[config.mk]
export PLATFORM = sky130hd
export DESIGN_NAME = infrared_pulse_distance_encoder_core
export DESIGN_NICKNAME = d
export VERILOG_FILES = /design/src/rtl/core/ipde_pkg.sv /design/src/rtl/core/ipde_front.sv /design/src/rtl/core/ipde_queue.sv /design/src/rtl/core/ipde_back.sv /design/src/rtl/core/infrared_pulse_distance_encoder_core.sv
export SDC_FILE = /design/constraint.sdc
export NUM_CORES = 1
export LEC_CHECK = 0
export ABC_AREA = 0
export BUFFER_PORTS_ARGS = -buffer_cell sky130_fd_sc_hd__buf_2
export CAP_MARGIN = 0
export CORE_ASPECT_RATIO = 0.8
export CORE_MARGIN = 5
export CORE_UTILIZATION = 65
export DETAILED_ROUTE_END_ITERATION = 7
export GPL_ROUTABILITY_DRIVEN = 0
export PLACE_DENSITY = 0.86
export SYNTH_ARGS = -nofsm -noshare
export SYNTH_HDL_FRONTEND = slang
export SYNTH_SLANG_ARGS = --single-unit
export TNS_END_PERCENT = 20
[constraint.sdc]
create_clock -name clk_i -period 5.65 [get_ports clk_i]
set_input_delay 0.565 -clock clk_i [delete_from_list [all_inputs] [get_ports clk_i]]
set_output_delay 0.565 -clock clk_i [all_outputs]
set_load 0.05 [all_outputs]
[src/rtl/core/ipde_pkg.sv]
// Shared types, widths and register codes of the infrared pulse-distance encoder.
`timescale 1ns / 1ps
`default_nettype none

package ipde_pkg;

  localparam int unsigned IPDE_BYTE_W    = 8;
  localparam int unsigned IPDE_DUR_W     = 14;
  localparam int unsigned IPDE_CFG_IDX_W = 3;
  localparam int unsigned IPDE_CFG_DAT_W = 16;
  localparam int unsigned IPDE_CMD_DEPTH = 2;
  localparam int unsigned IPDE_SEG_W     = 5;

  // Configuration register indexes.
  localparam logic [IPDE_CFG_IDX_W-1:0] REG_LEADER_LOW  = 3'd0;
  localparam logic [IPDE_CFG_IDX_W-1:0] REG_LEADER_HIGH = 3'd1;
  localparam logic [IPDE_CFG_IDX_W-1:0] REG_MARK        = 3'd2;
  localparam logic [IPDE_CFG_IDX_W-1:0] REG_SPACE_ZERO  = 3'd3;
  localparam logic [IPDE_CFG_IDX_W-1:0] REG_SPACE_ONE   = 3'd4;
  localparam logic [IPDE_CFG_IDX_W-1:0] REG_STOP_LOW    = 3'd5;

  // Segment numbering inside one byte: leader low/high, then mark/space pairs, then stop.
  localparam logic [IPDE_SEG_W-1:0] SEG_LEADER_LOW  = 5'd0;
  localparam logic [IPDE_SEG_W-1:0] SEG_LEADER_HIGH = 5'd1;
  localparam logic [IPDE_SEG_W-1:0] SEG_FIRST_MARK  = 5'd2;
  localparam logic [IPDE_SEG_W-1:0] SEG_LAST_SPACE  = 5'd17;
  localparam logic [IPDE_SEG_W-1:0] SEG_STOP        = 5'd18;

  typedef struct packed {
    logic [IPDE_DUR_W-1:0] leader_low;
    logic [IPDE_DUR_W-1:0] leader_high;
    logic [IPDE_DUR_W-1:0] mark;
    logic [IPDE_DUR_W-1:0] space_zero;
    logic [IPDE_DUR_W-1:0] space_one;
    logic [IPDE_DUR_W-1:0] stop_low;
  } ipde_cfg_t;

  // One classified byte handed from the front to the back.
  typedef struct packed {
    logic [IPDE_BYTE_W-1:0] data;
    logic                   last;
    logic                   leader;
  } ipde_cmd_t;

  typedef struct packed {
    logic                  active;
    logic [IPDE_SEG_W-1:0] seg;
  } ipde_back_stat_t;

endpackage

`default_nettype wire

[src/rtl/core/ipde_front.sv]
// Front end: accept frame bytes, track the open frame and tag bytes that need a leader.
`timescale 1ns / 1ps
`default_nettype none

module ipde_front
  import ipde_pkg::*;
(
  input  wire logic                   clk_i,
  input  wire logic                   rst_ni,
  input  wire logic                   push_i,
  input  wire logic [IPDE_BYTE_W-1:0] data_byte_i,
  input  wire logic                   last_byte_i,
  input  wire logic                   q_full_i,
  output      logic                   q_push_o,
  output      ipde_cmd_t              q_cmd_o
);

  logic frame_open_q, frame_open_d;

  always_comb begin
    q_push_o        = push_i && !q_full_i;
    q_cmd_o.data    = data_byte_i;
    q_cmd_o.last    = last_byte_i;
    q_cmd_o.leader  = !frame_open_q;
    frame_open_d    = frame_open_q;
    if (q_push_o) begin
      frame_open_d = !last_byte_i;
    end
  end

  always_ff @(posedge clk_i or negedge rst_ni) begin
    if (!rst_ni) begin
      frame_open_q <= 1'b0;
    end else begin
      frame_open_q <= frame_open_d;
    end
  end

endmodule

`default_nettype wire

[src/rtl/core/ipde_queue.sv]
// Small command queue between the front end and the segment sequencer.
`timescale 1ns / 1ps
`default_nettype none

module ipde_queue
  import ipde_pkg::*;
#(
  parameter int unsigned Depth = IPDE_CMD_DEPTH
) (
  input  wire logic      clk_i,
  input  wire logic      rst_ni,
  input  wire logic      push_i,
  input  wire ipde_cmd_t cmd_i,
  input  wire logic      pop_i,
  output      ipde_cmd_t head_o,
  output      logic      full_o,
  output      logic      empty_o
);

  localparam int unsigned PtrW = (Depth > 1) ? $clog2(Depth) : 1;
  localparam int unsigned CntW = $clog2(Depth + 1);

  ipde_cmd_t             slot_q [Depth];
  logic [PtrW-1:0]       wr_ptr_q, wr_ptr_d, rd_ptr_q, rd_ptr_d;
  logic [CntW-1:0]       cnt_q, cnt_d;

  function automatic logic [PtrW-1:0] ptr_next(input logic [PtrW-1:0] p);
    ptr_next = (p == PtrW'(Depth - 1)) ? '0 : p + PtrW'(1);
  endfunction

  always_comb begin
    full_o   = (cnt_q == CntW'(Depth));
    empty_o  = (cnt_q == '0);
    head_o   = slot_q[rd_ptr_q];
    wr_ptr_d = push_i ? ptr_next(wr_ptr_q) : wr_ptr_q;
    rd_ptr_d = pop_i ? ptr_next(rd_ptr_q) : rd_ptr_q;
    cnt_d    = cnt_q;
    if (push_i && !pop_i) begin
      cnt_d = cnt_q + CntW'(1);
    end else if (pop_i && !push_i) begin
      cnt_d = cnt_q - CntW'(1);
    end
  end

  always_ff @(posedge clk_i or negedge rst_ni) begin
    if (!rst_ni) begin
      wr_ptr_q <= '0;
      rd_ptr_q <= '0;
      cnt_q    <= '0;
    end else begin
      wr_ptr_q <= wr_ptr_d;
      rd_ptr_q <= rd_ptr_d;
      cnt_q    <= cnt_d;
    end
  end

  always_ff @(posedge clk_i) begin
    if (push_i) begin
      slot_q[wr_ptr_q] <= cmd_i;
    end
  end

endmodule

`default_nettype wire

[src/rtl/core/ipde_back.sv]
// Back end: step through the segments of the head command into the result register.
`timescale 1ns / 1ps
`default_nettype none

module ipde_back
  import ipde_pkg::*;
(
  input  wire logic                  clk_i,
  input  wire logic                  rst_ni,
  input  wire ipde_cfg_t             cfg_i,
  input  wire ipde_cmd_t             head_i,
  input  wire logic                  q_empty_i,
  output      logic                  q_pop_o,
  input  wire logic                  pop_i,
  output      logic                  empty_o,
  output      logic                  pin_level_o,
  output      logic [IPDE_DUR_W-1:0] duration_us_o,
  output      logic                  last_segment_o,
  output      ipde_back_stat_t       stat_o
);

  logic                  active_q, active_d;
  logic [IPDE_SEG_W-1:0] seg_q, seg_d;
  logic                  out_valid_q, out_valid_d;
  logic                  level_q;
  logic [IPDE_DUR_W-1:0] dur_q;
  logic                  last_q;

  logic [IPDE_SEG_W-1:0] seg_cur, seg_end;
  logic [3:0]            bit_pos;
  logic [2:0]            bit_idx;
  logic                  emit, seg_done;
  logic                  level_nx;
  logic [IPDE_DUR_W-1:0] dur_nx;

  always_comb begin
    seg_cur  = active_q ? seg_q : (head_i.leader ? SEG_LEADER_LOW : SEG_FIRST_MARK);
    seg_end  = head_i.last ? SEG_STOP : SEG_LAST_SPACE;
    seg_done = (seg_cur == seg_end);
    emit     = !q_empty_i && (!out_valid_q || pop_i);
    q_pop_o  = emit && seg_done;

    // Space segments 3, 5, ... 17 carry bits 0 to 7.
    bit_pos  = seg_cur[4:1] - 4'd1;
    bit_idx  = bit_pos[2:0];

    level_nx = (seg_cur == SEG_STOP) ? 1'b0 : seg_cur[0];
    if (seg_cur == SEG_LEADER_LOW) begin
      dur_nx = cfg_i.leader_low;
    end else if (seg_cur == SEG_LEADER_HIGH) begin
      dur_nx = cfg_i.leader_high;
    end else if (seg_cur == SEG_STOP) begin
      dur_nx = cfg_i.stop_low;
    end else if (seg_cur[0]) begin
      dur_nx = head_i.data[bit_idx] ? cfg_i.space_one : cfg_i.space_zero;
    end else begin
      dur_nx = cfg_i.mark;
    end

    active_d    = active_q;
    seg_d       = seg_q;
    out_valid_d = out_valid_q;
    if (emit) begin
      active_d    = !seg_done;
      seg_d       = seg_cur + IPDE_SEG_W'(1);
      out_valid_d = 1'b1;
    end else if (pop_i) begin
      out_valid_d = 1'b0;
    end
  end

  always_ff @(posedge clk_i or negedge rst_ni) begin
    if (!rst_ni) begin
      active_q    <= 1'b0;
      seg_q       <= '0;
      out_valid_q <= 1'b0;
    end else begin
      active_q    <= active_d;
      seg_q       <= seg_d;
      out_valid_q <= out_valid_d;
    end
  end

  always_ff @(posedge clk_i) begin
    if (emit) begin
      level_q <= level_nx;
      dur_q   <= dur_nx;
      last_q  <= seg_done;
    end
  end

  assign empty_o        = !out_valid_q;
  assign pin_level_o    = level_q;
  assign duration_us_o  = dur_q;
  assign last_segment_o = last_q;
  assign stat_o.active  = active_q;
  assign stat_o.seg     = seg_q;

endmodule

`default_nettype wire

[src/rtl/core/infrared_pulse_distance_encoder_core.sv]
// Top level of the infrared pulse-distance encoder: registers, front, queue and sequencer.
`timescale 1ns / 1ps
`default_nettype none

// Frame bytes are pushed in one beat at a time and come out as timed pin segments,
// each a level and a duration in microseconds, oldest first from a queue-style result
// port. The first byte after idle gets a leader (low, then high) in front of its bits;
// each bit is a low mark and a high space, short for zero and long for one, least
// significant bit first; a byte flagged last_byte gets a low stop mark after its bits.
// The final segment of every byte carries last_segment. A byte produces 16 segments,
// 18 with a leader, plus one with a stop mark, and the sequencer emits one segment per
// cycle into a single result register while a command is queued and pop is held high.
// A command queue of CmdDepth entries between the front end and the sequencer
// lets bytes be pushed while earlier ones are still going out. The six duration
// registers are written through the cfg port (always ready); indexes above five are
// ignored and only the low 14 bits of the data are kept. Write them only while idle.

module infrared_pulse_distance_encoder_core
  import ipde_pkg::*;
#(
  parameter int unsigned CmdDepth = IPDE_CMD_DEPTH
) (
  input  wire logic                      clk_i,
  input  wire logic                      rst_ni,
  // Byte input
  input  wire logic                      push_i,
  output      logic                      full_o,
  input  wire logic [IPDE_BYTE_W-1:0]    data_byte_i,
  input  wire logic                      last_byte_i,
  // Segment output
  output      logic                      empty_o,
  input  wire logic                      pop_i,
  output      logic                      pin_level_o,
  output      logic [IPDE_DUR_W-1:0]     duration_us_o,
  output      logic                      last_segment_o,
  // Configuration writes
  input  wire logic                      cfg_valid_i,
  output      logic                      cfg_ready_o,
  input  wire logic [IPDE_CFG_IDX_W-1:0] cfg_index_i,
  input  wire logic [IPDE_CFG_DAT_W-1:0] cfg_data_i
);

  ipde_cfg_t             cfg_q, cfg_d;
  logic [IPDE_DUR_W-1:0] cfg_val;

  ipde_cmd_t             push_cmd, head_cmd;
  logic                  q_push, q_pop, q_full, q_empty;
  ipde_back_stat_t       back_stat;

  // Duration registers: keep the low 14 bits, drop writes to unknown indexes.
  assign cfg_ready_o = 1'b1;
  assign cfg_val     = cfg_data_i[IPDE_DUR_W-1:0];

  always_comb begin
    cfg_d = cfg_q;
    if (cfg_valid_i) begin
      unique case (cfg_index_i)
        REG_LEADER_LOW:  cfg_d.leader_low  = cfg_val;
        REG_LEADER_HIGH: cfg_d.leader_high = cfg_val;
        REG_MARK:        cfg_d.mark        = cfg_val;
        REG_SPACE_ZERO:  cfg_d.space_zero  = cfg_val;
        REG_SPACE_ONE:   cfg_d.space_one   = cfg_val;
        REG_STOP_LOW:    cfg_d.stop_low    = cfg_val;
        default:         cfg_d             = cfg_q;
      endcase
    end
  end

  always_ff @(posedge clk_i or negedge rst_ni) begin
    if (!rst_ni) begin
      cfg_q.leader_low  <= IPDE_DUR_W'(9000);
      cfg_q.leader_high <= IPDE_DUR_W'(4560);
      cfg_q.mark        <= IPDE_DUR_W'(500);
      cfg_q.space_zero  <= IPDE_DUR_W'(500);
      cfg_q.space_one   <= IPDE_DUR_W'(1800);
      cfg_q.stop_low    <= IPDE_DUR_W'(560);
    end else begin
      cfg_q <= cfg_d;
    end
  end

  // Front end: accept a beat when the queue has room and tag it with the leader flag.
  ipde_front u_front (
    .clk_i       (clk_i),
    .rst_ni      (rst_ni),
    .push_i      (push_i),
    .data_byte_i (data_byte_i),
    .last_byte_i (last_byte_i),
    .q_full_i    (q_full),
    .q_push_o    (q_push),
    .q_cmd_o     (push_cmd)
  );

  assign full_o = q_full;

  // Decouple byte intake from segment output.
  ipde_queue #(
    .Depth (CmdDepth)
  ) u_queue (
    .clk_i   (clk_i),
    .rst_ni  (rst_ni),
    .push_i  (q_push),
    .cmd_i   (push_cmd),
    .pop_i   (q_pop),
    .head_o  (head_cmd),
    .full_o  (q_full),
    .empty_o (q_empty)
  );

  // Sequencer: one segment per cycle given a queued command and a free or draining output.
  ipde_back u_back (
    .clk_i          (clk_i),
    .rst_ni         (rst_ni),
    .cfg_i          (cfg_q),
    .head_i         (head_cmd),
    .q_empty_i      (q_empty),
    .q_pop_o        (q_pop),
    .pop_i          (pop_i),
    .empty_o        (empty_o),
    .pin_level_o    (pin_level_o),
    .duration_us_o  (duration_us_o),
    .last_segment_o (last_segment_o),
    .stat_o         (back_stat)
  );

  // The sequencer never walks past the stop segment.
  assert property (@(posedge clk_i) disable iff (!rst_ni)
    back_stat.active |-> (back_stat.seg <= SEG_STOP))
  else $error("segment counter ran past the stop mark");

  // An accepted beat leaves at least one command queued.
  assert property (@(posedge clk_i) disable iff (!rst_ni)
    (push_i && !full_o) |=> !q_empty)
  else $error("accepted byte did not reach the command queue");

  // A partly sent byte keeps its command at the queue head.
  assert property (@(posedge clk_i) disable iff (!rst_ni)
    back_stat.active |-> !q_empty)
  else $error("sequencer active with an empty command queue");

  // A stop mark is always a low, final segment.
  assert property (@(posedge clk_i) disable iff (!rst_ni)
    (q_pop && head_cmd.last) |=> (last_segment_o && !pin_level_o && !empty_o))
  else $error("frame end not marked on the stop segment");

endmodule

`default_nettype wire

==> impl_metrics.tcl <==
set metrics [dict create \
    clk_pin_slew_worst_paths_ns 0.05 \
    antenna_found_initial 0 \
    maxSlewHeadroom 0.0974 \
    final_area_sq_mm 0.00749 \
    wl_mm 16.9 \
    ys_async_sr_fraction 0.727 \
    ir_drop_v 0.000241 \
    cts_tree "done" \
    grt_pass1_vias 5198 \
    synth_fp_nets 562 \
    power_density_mw_per_mm2 561 \
    postRouteAntennaNets 0 \
    yosys_warnings 0 \
    clk_latency_ns 0.42 \
    die_x_um 123 \
    synth_ff_type "dfrtp_1" \
    post-cts-setup-buffers 0 \
    hold_violations 0 \
    cts.path.max_buffers 2 \
    finalSetupTns_ns 0 \
    crit_path_start_kind "flop" \
    hold_path.class "input pin to async pin" \
    r2r_slack_ns 1.68 \
    synth_seq_cells 132 \
    ctsHoldBuffers 0 \
    cts_sinks 132 \
    dpl_cell_area_sq_mm 0.00692 \
    core_sq_mm 0.00977 \
    cts_buffers 17 \
    maxSlewViolCount 0 \
    area_delta_synth_final_pct 13.5 \
    synth_area_sq_mm 0.00660 \
    avgSynthCellArea_sq_um 12.6 \
    start_util 0.675 \
    rsz0062_at_grt "false" \
    via_count 5020 \
    drt-pass1-iter-count 5 \
    grtUsageTotal 0.290 \
    cts_root_buf "clkbuf_16" \
    required_ns 5.77 \
    fmax_ghz 0.252 \
    cts_resized 0 \
    drive_gt1_frac 0.385 \
    crit_arrival_ns 4.09 \
    dp_hpwl_mm 10.4 \
    min_period_ns 3.97 \
    io_buffer_count 48 \
    fin_nets 597 \
    ios 52 \
    synth-seq-area-share 0.534 \
    whs_ns 0.141 \
    die_y_um 100 \
    finClkSkew_ns 0.00860 \
    final_common_cell "mux2_2" \
    die-area_sq_mm 0.0123 \
    synth_edf_count 36 \
    slowest_delay_ns 0.82 \
    htreeDepth 4 \
    tightest_slew_ns 1.34 \
    via_per_inst 7.10 \
    min_period_over_period 0.703 \
    crit_path_end_kind "flop" \
    wl_per_cell_um 23.8 \
    nFillCells 594 \
    slowest_stage "dfrtp_1" \
    drt-initial-drc-count 676 \
    final_cell_mix "87 x mux2_2, 67 x dfrtp_1, 47 x buf_2" \
    grt_overflow 0 \
    crit_type "flop to flop" \
    crit_fanout 24 \
    cap_violations 0 \
    status "finished, final reports clean" \
    row_count 32 \
    grt_pass1_wl_mm 27.0 \
    drc 0 \
    synthCells 523 \
    cellLeakagePower_nw 2.93 \
    grt_max_degree 53 \
    diodes 0 \
    worstPathCellList "nand2_1 > inv_1 > nand4_1 > or3_1 > o2111ai_1 > o31ai_1" \
    synth_cell_types 60 \
    setup_viol 0 \
]
==> layer usage <==
| metal | global-route usage | part of all wire | vias to the layer above |
|---|---|---|---|
| met5 | 0 | 0 | - |
| met4 | 0.129 | 0.038 | 0 |
| met3 | 0.104 | 0.11 | 82 |
| met2 | 0.462 | 0.48 | 339 |
| met1 | 0.356 | 0.38 | 2483 |
| li1 | - | - | 2116 |
==> report_power, final <==
part	leakage, nW	internal [mW]	switching (mW)
combinational	1.21	0.534	1.07
clock	0.281	0.677	0.387
sequential	1.44	1.34	0.193
==> per-stage QoR <==
| stage | power, mW | cells | util | setup slack (ns) |
|---|---|---|---|---|
| 2_1_floorplan | 2.67 | 523 | - | 2.73 |
| 3_3_place_gp | 2.99 | 675 | 0.708 | 2.08 |
| 3_5_place_dp | 3.08 | 675 | 0.708 | 1.89 |
| 4_1_cts | 4.16 | 707 | 0.767 | 1.84 |
| 5_1_grt | 4.39 | 707 | 0.767 | 1.47 |
| 6_report | 4.20 | 707 | 0.767 | 1.68 |
==> worst paths after layout <==
check,startpoint,endpoint,depth (start not counted)
setup / recovery,u_back.active_q$_DFFE_PN0P_,u_back.duration_us_o[12]$_DFFE_PP_,6
hold / removal,rst_ni,u_front.frame_open_q$_DFFE_PN0P_,1
setup reg to reg,u_back.active_q$_DFFE_PN0P_,u_back.duration_us_o[12]$_DFFE_PP_,6
hold reg to reg,u_queue.wr_ptr_q$_DFFE_PN0P_,u_queue.wr_ptr_q$_DFFE_PN0P_,1
max in group asynchronous,rst_ni,cfg_q[74]$_DFFE_PN0P_,2
min in group clk_i,data_byte_i[5],u_queue.slot_q[1][7]$_DFFE_PP_,1
==> Yosys cell counts (3+ instances only) <==
cell type,instances,share of area
nand2_1,23,0.013
o21ai_0,9,0.0068
mux2i_1,5,0.0076
dfstp_2,29,0.12
mux2_2,87,0.15
xnor2_1,3,0.0040
a2111oi_0,9,0.012
ha_1,6,0.011
or3_1,5,0.0047
clkbuf_1,26,0.015
o2111ai_1,5,0.0066
a31oi_1,14,0.013
inv_1,17,0.0097
o221a_2,14,0.024
o31ai_1,6,0.0068
buf_2,7,0.0053
dfrtp_1,67,0.25
nor2_1,6,0.0034
a22o_1,3,0.0040
a211o_1,5,0.0066
o211ai_1,6,0.0068
nor3_1,13,0.0099
edfxtp_1,36,0.16
o311ai_0,9,0.012
a221o_1,14,0.021
nand2b_1,14,0.013
a211oi_1,9,0.010
nor4bb_1,3,0.0046
a21oi_1,13,0.0099
nor4_1,5,0.0047
or4_1,9,0.010
==> registers in the layout, indices dropped and copies added, names as in the netlist, 2 cells and up <==
register / flops
u_queue.slot_q: 20
u_back.duration_us_o: 14
u_back.seg_q: 5
cfg_q: 84
u_queue.cnt_q: 2
==> worst max-delay path, delay by kind of cell, from the launching register on <==
family                 cells  cell delay, ns
and+or+nand+nor            3            1.97
AOI/OAI and AO/OA          2            0.29
buffers and inverters      1            0.58
DFF                        1            0.82
==> cell type report <==
type	count	area [sq um]	area share
timing repair buffer	53	280	0.0374
inverter	18	67.6	0.00902
multi-input combinational	336	2880	0.385
clock inverter	3	40.0	0.00535
clock buffer	29	532	0.0710
sequential	132	3520	0.470
tap	136	170	0.0227
==> logic make-up (layout without fill, tap and decap cells) <==
| logic type | after synthesis | in the layout | synth area share |
|---|---|---|---|
| AOI/OAI and AO/OA | 131 | 131 | 0.161 |
| xor gates and xnor gates | 5 | 5 | 0.00664 |
| adders and majority gates | 6 | 6 | 0.0114 |
| buffers and inverters | 55 | 103 | 0.0360 |
| DFF | 132 | 132 | 0.534 |
| muxes | 95 | 95 | 0.165 |
| other | 1 | 1 | 0.000568 |
| and+or+nand+nor | 98 | 98 | 0.0855 |
Note: power is estimated with default switching activity, not from simulation.
